==> src/hdl/assert_macros.svh <==
// Assertion macros used by timer_min_heap_core.
`ifndef ASSERT_MACROS_SVH
`define ASSERT_MACROS_SVH
// Concurrent assertion on clk_i, held off during reset.
`define ASSERT_CLK(label, prop, msg) \
  label: assert property (@(posedge clk_i) disable iff (!rst_ni) (prop)) else $error(msg);
// Condition that must never be seen at a clock edge outside reset.
`define ASSERT_NEVER(label, cond, msg) \
  label: assert property (@(posedge clk_i) disable iff (!rst_ni) !(cond)) else $error(msg);
`endif

==> src/hdl/tmh_pkg.sv <==
//------------------------------------------------------------------------------
// tmh_pkg
// Shared constants for the timer min-heap.
//------------------------------------------------------------------------------
`default_nettype none
package tmh_pkg;
  localparam int unsigned DefDepth    = 32;
  localparam int unsigned DefTimeBits = 48;
  localparam int unsigned DefIdBits   = 16;
  localparam int unsigned CmdW    = 2;
  localparam int unsigned KindW   = 2;
  localparam int unsigned OutIdW  = 16;
  localparam int unsigned InTimeW = 48;
  localparam int unsigned WaitW   = 49;
  localparam int unsigned CountW  = 6;

  localparam logic [CmdW-1:0] CmdAdd     = 2'd0;
  localparam logic [CmdW-1:0] CmdService = 2'd1;
  localparam logic [CmdW-1:0] CmdQuery   = 2'd2;
  localparam logic [CmdW-1:0] CmdUnused  = 2'd3;

  localparam logic [KindW-1:0] KindAdded  = 2'd0;
  localparam logic [KindW-1:0] KindFired  = 2'd1;
  localparam logic [KindW-1:0] KindWait   = 2'd2;
  localparam logic [KindW-1:0] KindReject = 2'd3;
endpackage
`default_nettype wire

==> src/hdl/tmh_cmd_if.sv <==
//------------------------------------------------------------------------------
// tmh_cmd_if / tmh_res_if
// Valid/ready channels for command items and result items.
//------------------------------------------------------------------------------
`default_nettype none
interface tmh_cmd_if import tmh_pkg::*; ();
  logic               valid;
  logic               ready;
  logic [CmdW-1:0]    cmd;
  logic [InTimeW-1:0] expire_time;
  logic [InTimeW-1:0] now_time;
  modport source (output valid, cmd, expire_time, now_time, input ready);
  modport sink   (input valid, cmd, expire_time, now_time, output ready);
endinterface

interface tmh_res_if import tmh_pkg::*; ();
  logic                    valid;
  logic                    ready;
  logic [KindW-1:0]        kind;
  logic [OutIdW-1:0]       timer_id;
  logic signed [WaitW-1:0] wait_ms;
  logic [CountW-1:0]       pending_count;
  logic                    last;
  modport source (output valid, kind, timer_id, wait_ms, pending_count, last,
                  input ready);
  modport sink   (input valid, kind, timer_id, wait_ms, pending_count, last,
                  output ready);
endinterface
`default_nettype wire

==> src/hdl/tmh_heap_ram.sv <==
//------------------------------------------------------------------------------
// tmh_heap_ram
// Heap entry store: one write port, one read port, registered read data.
//------------------------------------------------------------------------------
`default_nettype none
module tmh_heap_ram import tmh_pkg::*; #(
  parameter int unsigned Depth = DefDepth,
  parameter int unsigned Width = DefTimeBits + DefIdBits,
  localparam int unsigned AW = $clog2(Depth)
) (
  input  wire logic          clk_i,
  input  wire logic          we_i,
  input  wire logic [AW-1:0] waddr_i,
  input  wire logic [Width-1:0] wdata_i,
  input  wire logic [AW-1:0] raddr_i,
  output logic [Width-1:0]   rdata_o
);
  logic [Width-1:0] mem [Depth];
  always_ff @(posedge clk_i) begin
    if (we_i) mem[waddr_i] <= wdata_i;
    rdata_o <= mem[raddr_i];
  end
endmodule
`default_nettype wire

==> src/hdl/timer_min_heap_core.sv <==
//------------------------------------------------------------------------------
// timer_min_heap_core
// Binary min-heap of pending timers with add, service and query commands.
//------------------------------------------------------------------------------
// Usage:
//   cmd_i carries command items (cmd, expire_time, now_time); res_o carries
//   result items (kind, timer_id, wait_ms, pending_count, last). An add gives
//   one result (added or rejected), a query one wait report, a service one
//   fired item per due timer (possibly none), and the unused code none.
//   The heap lives in one RAM of DEPTH entries with registered read data;
//   the root is mirrored in a register so query and due checks need no read.
//   Working steps: an add is written at the tail and climbs, moving each
//   larger parent down one level, until it stops or reaches the root.
//   A service pops the due root, moves the last entry to the root and
//   sinks it past the smaller child (left on a tie) until it stops, then
//   reports the fired timer. A lone entry fires without a sift.
//   One command is worked at a time: cmd ready is high only when idle with
//   the result register empty, so the next item is taken the cycle after
//   the last result of the previous one leaves.
//   A result waits in the output register while res ready is low; further
//   pops hold until it is taken.
//   Reset empties the heap and zeroes the id counter at once; the RAM is not
//   cleared since only entries below the count are ever read.
//------------------------------------------------------------------------------
`default_nettype none
`include "assert_macros.svh"
module timer_min_heap_core import tmh_pkg::*; #(
  parameter int unsigned DEPTH     = DefDepth,
  parameter int unsigned TIME_BITS = DefTimeBits,
  parameter int unsigned ID_BITS   = DefIdBits
) (
  input  wire logic clk_i,
  input  wire logic rst_ni,
  tmh_cmd_if.sink   cmd_i,
  tmh_res_if.source res_o
);
  localparam int unsigned AW = $clog2(DEPTH);
  localparam int unsigned CW = $clog2(DEPTH + 1);
  localparam int unsigned XW = AW + 2;
  localparam int unsigned EW = TIME_BITS + ID_BITS;
  localparam logic [CW-1:0] DepthC = CW'(DEPTH);

  localparam logic [3:0] SIdle    = 4'd0;
  localparam logic [3:0] SUpRd    = 4'd1;
  localparam logic [3:0] SUpCmp   = 4'd2;
  localparam logic [3:0] SPop     = 4'd3;
  localparam logic [3:0] SLastGet = 4'd4;
  localparam logic [3:0] SDnRd    = 4'd5;
  localparam logic [3:0] SLGet    = 4'd6;
  localparam logic [3:0] SRGet    = 4'd7;
  localparam logic [3:0] SDnCmp   = 4'd8;
  localparam logic [3:0] SFire    = 4'd9;

  logic [3:0]  state_q, state_d;
  logic [CW-1:0] count_q, count_d;
  logic [ID_BITS-1:0] nid_q, nid_d;
  logic [EW-1:0] root_q, root_d;      // copy of entry 0
  logic [EW-1:0] cur_q, cur_d;        // entry being sifted
  logic [EW-1:0] lch_q, lch_d;        // smaller child seen so far
  logic          rsel_q, rsel_d;      // smaller child is the right one
  logic [AW-1:0] pos_q, pos_d;
  logic [TIME_BITS-1:0] now_q, now_d;
  logic [ID_BITS-1:0] fid_q, fid_d;
  logic        rv_q, rv_d;
  logic [KindW-1:0] rk_q, rk_d;
  logic [OutIdW-1:0] rid_q, rid_d;
  logic [WaitW-1:0] rw_q, rw_d;
  logic [CountW-1:0] rc_q, rc_d;
  logic        rl_q, rl_d;

  logic we;
  logic [AW-1:0] waddr, raddr;
  logic [EW-1:0] wdata, rdata;

  tmh_heap_ram #(.Depth(DEPTH), .Width(EW)) u_ram (
    .clk_i, .we_i(we), .waddr_i(waddr), .wdata_i(wdata),
    .raddr_i(raddr), .rdata_o(rdata)
  );

  function automatic logic [TIME_BITS-1:0] tkey(input logic [EW-1:0] e);
    return e[EW-1:ID_BITS];
  endfunction

  logic take_cmd, res_free;
  logic [XW-1:0] l_idx, r_idx, cnt_x;
  logic [AW-1:0] parent;
  logic root_due;

  assign res_free = !rv_q || res_o.ready;
  assign cmd_i.ready = (state_q == SIdle) && !rv_q;
  assign take_cmd = cmd_i.valid && cmd_i.ready;
  assign l_idx = {1'b0, pos_q, 1'b1};
  assign r_idx = l_idx + XW'(1);
  assign cnt_x = XW'(count_q);
  assign parent = (pos_q - AW'(1)) >> 1;
  assign root_due = (count_q != '0) && (tkey(root_q) <= now_q);

  always_comb begin
    state_d = state_q; count_d = count_q; nid_d = nid_q; root_d = root_q;
    cur_d = cur_q; lch_d = lch_q; rsel_d = rsel_q; pos_d = pos_q;
    now_d = now_q; fid_d = fid_q;
    rv_d = rv_q && !res_o.ready;
    rk_d = rk_q; rid_d = rid_q; rw_d = rw_q; rc_d = rc_q; rl_d = rl_q;
    we = 1'b0; waddr = pos_q; wdata = cur_q; raddr = parent;
    unique case (state_q)
      SIdle: begin
        if (take_cmd) begin
          now_d = cmd_i.now_time[TIME_BITS-1:0];
          unique case (cmd_i.cmd)
            CmdAdd: begin
              if (count_q >= DepthC) begin
                rv_d = 1'b1; rk_d = KindReject; rid_d = '0; rw_d = '0;
                rc_d = CountW'(count_q); rl_d = 1'b1;
              end else begin
                // Append at the tail, then climb.
                cur_d = {cmd_i.expire_time[TIME_BITS-1:0], nid_q};
                pos_d = AW'(count_q);
                rid_d = OutIdW'(nid_q);
                nid_d = nid_q + ID_BITS'(1);
                count_d = count_q + CW'(1);
                state_d = SUpRd;
              end
            end
            CmdService: state_d = SPop;
            CmdQuery: begin
              rv_d = 1'b1; rk_d = KindWait; rid_d = '0;
              rc_d = CountW'(count_q); rl_d = 1'b1;
              if (count_q == '0) rw_d = '1;
              else if (tkey(root_q) > cmd_i.now_time[TIME_BITS-1:0])
                rw_d = WaitW'(tkey(root_q) - cmd_i.now_time[TIME_BITS-1:0]);
              else rw_d = '0;
            end
            CmdUnused: ;
          endcase
        end
      end
      SUpRd: begin
        // Root reached: place entry and report.
        if (pos_q == '0) begin
          we = 1'b1; root_d = cur_q;
          rv_d = 1'b1; rk_d = KindAdded; rw_d = '0;
          rc_d = CountW'(count_q); rl_d = 1'b1;
          state_d = SIdle;
        end else begin
          state_d = SUpCmp;
        end
      end
      SUpCmp: begin
        if (tkey(cur_q) < tkey(rdata)) begin
          // Move the parent down one level and keep climbing.
          we = 1'b1; wdata = rdata; pos_d = parent; state_d = SUpRd;
        end else begin
          we = 1'b1;
          rv_d = 1'b1; rk_d = KindAdded; rw_d = '0;
          rc_d = CountW'(count_q); rl_d = 1'b1;
          state_d = SIdle;
        end
      end
      SPop: begin
        if (!res_free) begin
          state_d = SPop;
        end else if (!root_due) begin
          state_d = SIdle;
        end else begin
          fid_d = root_q[ID_BITS-1:0];
          count_d = count_q - CW'(1);
          if (count_q == CW'(1)) begin
            rv_d = 1'b1; rk_d = KindFired; rid_d = OutIdW'(root_q[ID_BITS-1:0]);
            rw_d = '0; rc_d = '0; rl_d = 1'b1;
            state_d = SIdle;
          end else begin
            // Fetch the last entry; it restarts at the root.
            raddr = AW'(count_q - CW'(1));
            state_d = SLastGet;
          end
        end
      end
      SLastGet: begin
        cur_d = rdata; pos_d = '0; state_d = SDnRd;
      end
      SDnRd: begin
        if (l_idx >= cnt_x) begin
          we = 1'b1;
          if (pos_q == '0) root_d = cur_q;
          state_d = SFire;
        end else begin
          raddr = AW'(l_idx); state_d = SLGet;
        end
      end
      SLGet: begin
        lch_d = rdata; rsel_d = 1'b0;
        if (r_idx < cnt_x) begin
          raddr = AW'(r_idx); state_d = SRGet;
        end else begin
          state_d = SDnCmp;
        end
      end
      SRGet: begin
        // Pick the smaller child, left on a tie.
        if (tkey(rdata) < tkey(lch_q)) begin
          lch_d = rdata; rsel_d = 1'b1;
        end
        state_d = SDnCmp;
      end
      SDnCmp: begin
        if (tkey(lch_q) < tkey(cur_q)) begin
          we = 1'b1; wdata = lch_q;
          if (pos_q == '0) root_d = lch_q;
          pos_d = rsel_q ? AW'(r_idx) : AW'(l_idx);
          state_d = SDnRd;
        end else begin
          we = 1'b1;
          if (pos_q == '0) root_d = cur_q;
          state_d = SFire;
        end
      end
      SFire: begin
        // Sift done: report this fired timer, go on while the root is due.
        rv_d = 1'b1; rk_d = KindFired; rid_d = OutIdW'(fid_q); rw_d = '0;
        rc_d = CountW'(count_q);
        rl_d = !root_due;
        state_d = root_due ? SPop : SIdle;
      end
      default: state_d = SIdle;
    endcase
  end

  always_ff @(posedge clk_i or negedge rst_ni) begin
    if (!rst_ni) begin
      state_q <= SIdle; count_q <= '0; nid_q <= '0; rv_q <= 1'b0; rsel_q <= 1'b0;
    end else begin
      state_q <= state_d; count_q <= count_d; nid_q <= nid_d; rv_q <= rv_d;
      rsel_q <= rsel_d;
    end
  end

  always_ff @(posedge clk_i) begin
    root_q <= root_d; cur_q <= cur_d; lch_q <= lch_d; pos_q <= pos_d;
    now_q <= now_d; fid_q <= fid_d;
    rk_q <= rk_d; rid_q <= rid_d; rw_q <= rw_d; rc_q <= rc_d; rl_q <= rl_d;
  end

  assign res_o.valid = rv_q;
  assign res_o.kind = rk_q;
  assign res_o.timer_id = rid_q;
  assign res_o.wait_ms = rw_q;
  assign res_o.pending_count = rc_q;
  assign res_o.last = rl_q;

  `ASSERT_CLK(a_count_le_depth, count_q <= DepthC, "heap count above depth")
  `ASSERT_CLK(a_ready_idle, cmd_i.ready |-> state_q == SIdle, "ready while busy")
  `ASSERT_CLK(a_hold_res, rv_q && !res_o.ready |=> rv_q && $stable(rid_q), "result dropped")
  `ASSERT_NEVER(a_ready_with_res, cmd_i.ready && rv_q, "input open while result waits")
endmodule
`default_nettype wire

==> src/flat_wrapper.sv <==
// flat-port wrapper written by rule: the top's interface ports become plain ports
module timer_min_heap_core_flat import tmh_pkg::*;
#(
  parameter int unsigned DEPTH     = DefDepth,
  parameter int unsigned TIME_BITS = DefTimeBits,
  parameter int unsigned ID_BITS   = DefIdBits
)
  (clk_i, rst_ni, cmd_i_valid, cmd_i_cmd, cmd_i_expire_time, cmd_i_now_time, cmd_i_ready, res_o_valid, res_o_kind, res_o_timer_id, res_o_wait_ms, res_o_pending_count, res_o_last, res_o_ready);
  tmh_cmd_if cmd_i_i ();
  tmh_res_if res_o_i ();
  input  wire logic clk_i;
  input  wire logic rst_ni;
  input wire logic [$bits(cmd_i_i.valid)-1:0] cmd_i_valid;
  input wire logic [$bits(cmd_i_i.cmd)-1:0] cmd_i_cmd;
  input wire logic [$bits(cmd_i_i.expire_time)-1:0] cmd_i_expire_time;
  input wire logic [$bits(cmd_i_i.now_time)-1:0] cmd_i_now_time;
  output wire logic [$bits(cmd_i_i.ready)-1:0] cmd_i_ready;
  output wire logic [$bits(res_o_i.valid)-1:0] res_o_valid;
  output wire logic [$bits(res_o_i.kind)-1:0] res_o_kind;
  output wire logic [$bits(res_o_i.timer_id)-1:0] res_o_timer_id;
  output wire logic [$bits(res_o_i.wait_ms)-1:0] res_o_wait_ms;
  output wire logic [$bits(res_o_i.pending_count)-1:0] res_o_pending_count;
  output wire logic [$bits(res_o_i.last)-1:0] res_o_last;
  input wire logic [$bits(res_o_i.ready)-1:0] res_o_ready;
  assign cmd_i_i.valid = cmd_i_valid;
  assign cmd_i_i.cmd = cmd_i_cmd;
  assign cmd_i_i.expire_time = cmd_i_expire_time;
  assign cmd_i_i.now_time = cmd_i_now_time;
  assign cmd_i_ready = cmd_i_i.ready;
  assign res_o_valid = res_o_i.valid;
  assign res_o_kind = res_o_i.kind;
  assign res_o_timer_id = res_o_i.timer_id;
  assign res_o_wait_ms = res_o_i.wait_ms;
  assign res_o_pending_count = res_o_i.pending_count;
  assign res_o_last = res_o_i.last;
  assign res_o_i.ready = res_o_ready;
  timer_min_heap_core #(.DEPTH(DEPTH), .TIME_BITS(TIME_BITS), .ID_BITS(ID_BITS)) u_core (.clk_i(clk_i), .rst_ni(rst_ni), .cmd_i(cmd_i_i), .res_o(res_o_i));
endmodule
==> config.mk <==
export PLATFORM = sky130hd
export DESIGN_NAME = timer_min_heap_core_flat
export DESIGN_NICKNAME = d
export VERILOG_FILES = /design/src/hdl/tmh_pkg.sv /design/src/hdl/tmh_cmd_if.sv /design/src/hdl/tmh_heap_ram.sv /design/src/hdl/timer_min_heap_core.sv /design/src/flat_wrapper.sv
export VERILOG_INCLUDE_DIRS = /design/src /design/src/hdl
export SDC_FILE = /design/constraint.sdc
export NUM_CORES = 2
export LEC_CHECK = 0
export BUFFER_PORTS_ARGS = -buffer_cell sky130_fd_sc_hd__buf_2
export CAP_MARGIN = 20
export CORE_ASPECT_RATIO = 0.5
export CORE_UTILIZATION = 25
export DETAILED_ROUTE_END_ITERATION = 12
export SKIP_LAST_GASP = 1
export SYNTH_ARGS = -nofsm -noshare
export SYNTH_HDL_FRONTEND = slang
export SYNTH_SLANG_ARGS = --single-unit
==> constraint.sdc <==
create_clock -name clk_i -period 6.4 [get_ports clk_i]
set_input_delay 0.96 -clock clk_i [delete_from_list [all_inputs] [get_ports clk_i]]
set_output_delay 0.96 -clock clk_i [all_outputs]
set_load 0.02 [all_outputs]
# After elaboration in Yosys (flattened, before gate mapping)
# Memories as Yosys holds them, arrays and structs flattened. A register that Yosys moved wholly into a read port is not among the register bits.
# Index checks and enable logic that the tools add are counted.
[op_classes] addsub=6 order_cmp=8 n_eq_ne=29 muxes=107 bitwise_logic=1 reduce_logical=32
[ops] operator="2-to-1 mux 64 bit" n=10
[ops] operator="2-to-1 mux 49 bit" n=9
[ops] operator="one-hot mux 64 bit (2 select lines)" n=3
[ops] operator="one-hot mux 49 bit (5 select lines)" n=1
[ops] operator="one-hot mux 64 bit (3 select lines)" n=1
[ops] operator="less-than comparator 48 bit" n=3
[ops] operator="one-hot mux 49 bit (2 select lines)" n=1
[ops] operator="2-to-1 mux 16 bit" n=5
[ops] operator="2-to-1 mux 6 bit" n=12
[ops] operator="2-to-1 mux 5 bit" n=11
[ops] operator="subtractor 48 x 48 -> 49 bit" n=1
[ops] operator="> comparator 48 bit" n=1
[ops] operator="<= comparator 48 bit" n=1
[ops] operator="one-hot mux 16 bit (3 select lines)" n=1
[ops] operator="one-hot mux 4 bit (10 select lines)" n=1
[ops] operator="one-hot mux 16 bit (2 select lines)" n=1
[ops] operator="one-hot mux 6 bit (5 select lines)" n=1
[ops] operator="2-to-1 mux 4 bit" n=7
[ops] operator="one-hot mux 6 bit (2 select lines)" n=2
[ops] operator="2-to-1 mux 1 bit" n=20
[ops] operator="one-hot mux 5 bit (4 select lines)" n=1
[ops] operator="2-to-1 mux 2 bit" n=9
[ops] operator="inequality test 2 x 1 -> 1 bit (second input constant)" n=9
[ops] operator="AND reduction 6 bit" n=3
[ops] operator="44 further kinds" n=69
[totals] ff_bits=363 ramBits=2048 in_bits=102 out_inout_bits=76 word_cells=200 memories=1
[mem_list] name="u_core.u_ram.mem" words=32 word_bits=64 rd=1 rd_clocked_by_memory_dff=1 wr=1 line="tmh_heap_ram.sv:18" rtl="logic [Width-1:0] mem [Depth];"

# Longest topological paths before layout
[logic_depth] word_depth=6 mapped_depth=21 depth_no_buf=17

# Modules after synthesis
# Synthesis repeated with hierarchy kept, for this count alone.
[unflattened] cells_unflattened=5353 hier_area_um2=103006.3
[by_module_without_submodules] mod="tmh_heap_ram" instances=1 cells_each=3096 area_each_um2=78964.5 seq_area_each_um2=62780.2
[by_module_without_submodules] mod="timer_min_heap_core" instances=1 cells_each=2257 area_each_um2=24041.8 seq_area_each_um2=10760.3

# Least setup slack after synthesis
# Ideal clock, no wire load.
[synth_path] path_kind="register to register" from="register u_core.root_q[29]" to="register u_core.rk_q[0], in the netlist u_core.res_o.kind[0], enable pin" setup_time_ps=545 t_arrival_ps=6275 t_required_ps=5855 setup_slack_ps=-420 path_stages_with_launch=9 n_path_buf=0 synth_period_minus_slack_ps=6820 path_cell_list="edfxtp_1 ha_1 nand4_1 or4_1 or4_4 o21a_2 o31ai_1 o21ai_0 nor3_1"
[synth_via] elab_chain_cells=4
[synth_rtl] element="start: declaration" line="timer_min_heap_core.sv:57" rtl="logic [EW-1:0] root_q, root_d;"
[synth_rtl] element="start signal: assignment" line="timer_min_heap_core.sv:238" rtl="root_q <= root_d; cur_q <= cur_d; lch_q <= lch_d; pos_q <= pos_d;"
[synth_rtl] element="<= comparator 48 bit" line="timer_min_heap_core.sv:96" rtl="assign root_due = (count_q != '0) && (tkey(root_q) <= now_q);"
[synth_rtl] element="logical AND 1 bit" line="timer_min_heap_core.sv:96"
[synth_rtl] element="inequality test 2 x 1 -> 1 bit (no line)"
[synth_rtl] element="AND reduction 9 bit (no line)"
[synth_rtl] element="end signal: assignment" line="timer_min_heap_core.sv:240" rtl="rk_q <= rk_d; rid_q <= rid_d; rw_q <= rw_d; rc_q <= rc_d; rl_q <= rl_d;"
[synth_rtl] element="end: declaration" line="timer_min_heap_core.sv:65" rtl="logic [KindW-1:0] rk_q, rk_d;"
# Every way passes these cells.
# A chain may end at the register's enable or synchronous reset.

# Final worst setup path
[layout_path] from="register u_core.cur_q[24]" to="memory u_core.u_ram.mem[17][63] (netlist name) (data pin)"
[layout_via] elab_chain_cells=3 elab_cells_between_ends=5 classes_between="2 x order compare; 3 x mux"
[layout_rtl] element="start: declaration" line="timer_min_heap_core.sv:58" rtl="logic [EW-1:0] cur_q, cur_d;"
[layout_rtl] element="start signal: assignment" line="timer_min_heap_core.sv:238"
[layout_rtl] element="less-than comparator 48 bit (on tied branches)" line="timer_min_heap_core.sv:206, timer_min_heap_core.sv:149"
[layout_rtl] element="2-to-1 mux 64 bit (on tied branches)" line="timer_min_heap_core.sv:206, timer_min_heap_core.sv:149"
[layout_rtl] element="one-hot mux 64 bit (2 select lines) *" line="timer_min_heap_core.sv:105" rtl="unique case (state_q)"
[layout_rtl] element="named net u_core.u_ram.wdata_i[63]" line="tmh_heap_ram.sv:14" rtl="input wire logic [Width-1:0] wdata_i,"
[layout_rtl] element="end: declaration" line="tmh_heap_ram.sv:18"
# Mark *: on every way through the listed nets, which the timed path passes. The rest lies on a longest branch.

==> impl_metrics.tcl <==
set metrics [dict create \
    vias 70600 \
    die-area_um2 421000 \
    h-tree-depth 5 \
    die_width_um 917 \
    drv_slew 0 \
    yosys_warnings 0 \
    grt_usage 0.164 \
    finalHoldViolCount 0 \
    cp_data_required_time_ns 6.95 \
    synthArstFlopShare 0.0113 \
    synth_area_um2 105000 \
    gp_congestion 0.906 \
    drive_gt1_frac 0.133 \
    nets 8528 \
    fin_cells 14000 \
    post_cts_buffers 0 \
    relSlewSlack 0.219 \
    drt-vias-per-instance 5.06 \
    ant_nets 0 \
    dieHeight_um 459 \
    total_leakage_power_nw 43.5 \
    period_minus_slack_ns 5.73 \
    final_cell_mix "edfxtp_1, nand2_1, nand3_1" \
    detail_route.wl_per_cell_um 25.7 \
    insertion_delay_ns 0.96 \
    status "finished, violations left" \
    ys_seq_area_frac 0.703 \
    cts_tree "yes" \
    finClkSkew_ns 0.0831 \
    syn_to_final_growth_pct 17.7 \
    wirelength_um 359000 \
    startpoint_type "flop" \
    antenna_found_initial 20 \
    violations "DRC" \
    p_per_area_nw_per_um2 592 \
    synthCells 7838 \
    ios 178 \
    clock-root-buffer "clkbuf_16" \
    core_area_um2 415000 \
    max_slew.worst_pin.slew_ns 1.17 \
    cap_violations 0 \
    drt-pass1-iter-count 12 \
    setup_viol 0 \
    fillCellCount 41400 \
    cp_data_arrival_time_ns 6.28 \
    grt_pass1_wl_um 502000 \
    hp-class "in2async" \
    synth-edff-count 2383 \
    period_share 0.896 \
    syn_nets 8198 \
    ir_drop_mv 0.735 \
    ys_dominant_reg_cell "edfxtp_1" \
    cp-end-kind "flop" \
    synth_area_per_cell_um2 13.3 \
    timing.fmax_mhz 174 \
    crit_type "reg2reg" \
    io_buffers 177 \
    rsz0062_at_grt "no" \
    grt_max_degree 108 \
    cts.clk_slew.worst_paths_ns 0.06 \
    first_global_vias 66700 \
    cp_max_fo 32 \
    synth_seq_cells 2475 \
    cts-buffers-inserted 277 \
    hpwlAfterDp_um 212000 \
    cts-resized-gates 0 \
    grt_overflow 0 \
    reg2reg_depth 12 \
    cts_sinks 2475 \
    tns_ns 0 \
    ctsHoldBuffers 0 \
    start_util 0.252 \
    drc_errors 2 \
    synth_cell_types 83 \
    clk_path_buf_depth 4 \
    rows 167 \
    drtIter0Drc 10500 \
    layout_commonest_cell "edfxtp_1" \
    dpl.cell_count 13500 \
]
## cells in the mapped netlist, types with 57 or more instances
library cell	count	area share
buf_2	175	0.0084
nor3_1	94	0.0045
a311oi_1	63	0.0053
clkbuf_1	208	0.0075
edfxtp_1	2383	0.68
inv_1	279	0.010
nor2_1	178	0.0064
a21o_1	100	0.0072
dfxtp_1	64	0.012
nand2_1	1654	0.059
a21oi_1	313	0.015
mux2_2	104	0.011
ha_1	257	0.031
mux2i_1	82	0.0078
nand4_1	84	0.0050
a221o_1	69	0.0066
o21bai_1	73	0.0052
nand3_1	476	0.023
o21ai_0	65	0.0031
a211oi_1	57	0.0041
and3_1	208	0.012
a31oi_1	160	0.0096
## sequential cells by signal (all words and copies together) (netlist names)
register / flops
u_core.u_ram.mem: 2048
u_core.count_q: 6
u_core.res_o.wait_ms: 49
u_core.res_o.last: 1
u_core.res_o.kind: 2
u_core.res_o.timer_id: 16
u_core.cur_q: 64
u_core.res_o.pending_count: 6
u_core.pos_q: 5
u_core.fid_q: 16
u_core.root_q: 64
u_core.state_q: 4
u_core.lch_q: 64
u_core.nid_q: 16
u_core.rsel_q: 1
u_core.now_q: 48
u_core.res_o.valid: 1
u_core.u_ram.rdata_o: 64
## final timing paths
| check | start | end | slack (ns) |
|---|---|---|---|
| max reg2reg | u_core.cur_q[24]$_DFFE_PP_ | u_core.u_ram.mem[17][63]$_DFFE_PP_ | 0.67 |
| min in group clk_i | cmd_i_now_time[28] | u_core.now_q[28]$_DFFE_PP_ | 0.23 |
| max | u_core.cur_q[24]$_DFFE_PP_ | u_core.u_ram.mem[17][63]$_DFFE_PP_ | 0.67 |
| max in group asynchronous | rst_ni | u_core.count_q[2]$_DFFE_PN0P_ | 5.68 |
| min reg2reg | u_core.u_ram.rdata_o[1]$_DFF_P_ | u_core.lch_q[1]$_DFFE_PP_ | 0.47 |
| min | rst_ni | u_core.nid_q[5]$_DFFE_PN0P_ | 0.14 |
## cells by family (layout without fill, tap and decap cells)
kind of cell | count (synthesis) | in the layout | share of synthesized area
mux | 232 | 232 | 0.0289
buf+inv | 726 | 1256 | 0.0290
other cells | 0 | 10 | 0
flops | 2475 | 2475 | 0.703
fa+ha+maj | 258 | 258 | 0.0309
xor+xnor | 76 | 76 | 0.00636
compound gates | 1203 | 1203 | 0.0801
simple gates | 2868 | 2868 | 0.122
## through the flow
stage	instance area [µm²]	setup WS, ns	util	hold WS [ns]	total power (W)
global placement	114000	0.347	0.275	0.440	0.0568
detailed placement	114000	0.815	0.275	0.445	0.0573
finish	123000	0.667	0.296	0.144	0.0729
global route	123000	0.583	0.296	0.148	0.0761
CTS	123000	0.788	0.296	0.0867	0.0724
floorplan	105000	0.643	-	0.425	0.0440
## metal layers
metal,track usage,share of wire
met5,0,0.000033
met4,0.0790,0.053
met3,0.0320,0.10
met2,0.259,0.45
met1,0.217,0.39
## critical path: stages, from the launching register on
cell and delay, ns:
edfxtp_1 0.62, inv_1 0.09, ha_1 0.19, a21o_1 0.17
a21o_1 0.16, a21oi_1 0.24, o21ai_0 0.17, a311oi_2 0.77
a21oi_1 0.19, or3_2 0.58, buf_4 0.28, nor3_1 0.91
a221o_1 0.94
## where the power goes
group          internal (W)  switching [W]
registers            0.0224        0.00159
clock network       0.00884        0.00634
logic                0.0109         0.0229
## layout make-up
class | count | area (µm²) | area share
flip-flops and latches | 2475 | 73500 | 0.597
clock buffers | 378 | 7590 | 0.0616
repair buffers | 497 | 4520 | 0.0367
clock inverters | 101 | 876 | 0.00712
inverters | 280 | 1050 | 0.00854
multi-input cells | 4637 | 28500 | 0.232
well taps | 5577 | 6980 | 0.0567
diodes | 10 | 25.0 | 0.000203
No activity file was read; power rests on OpenSTA's default activity.
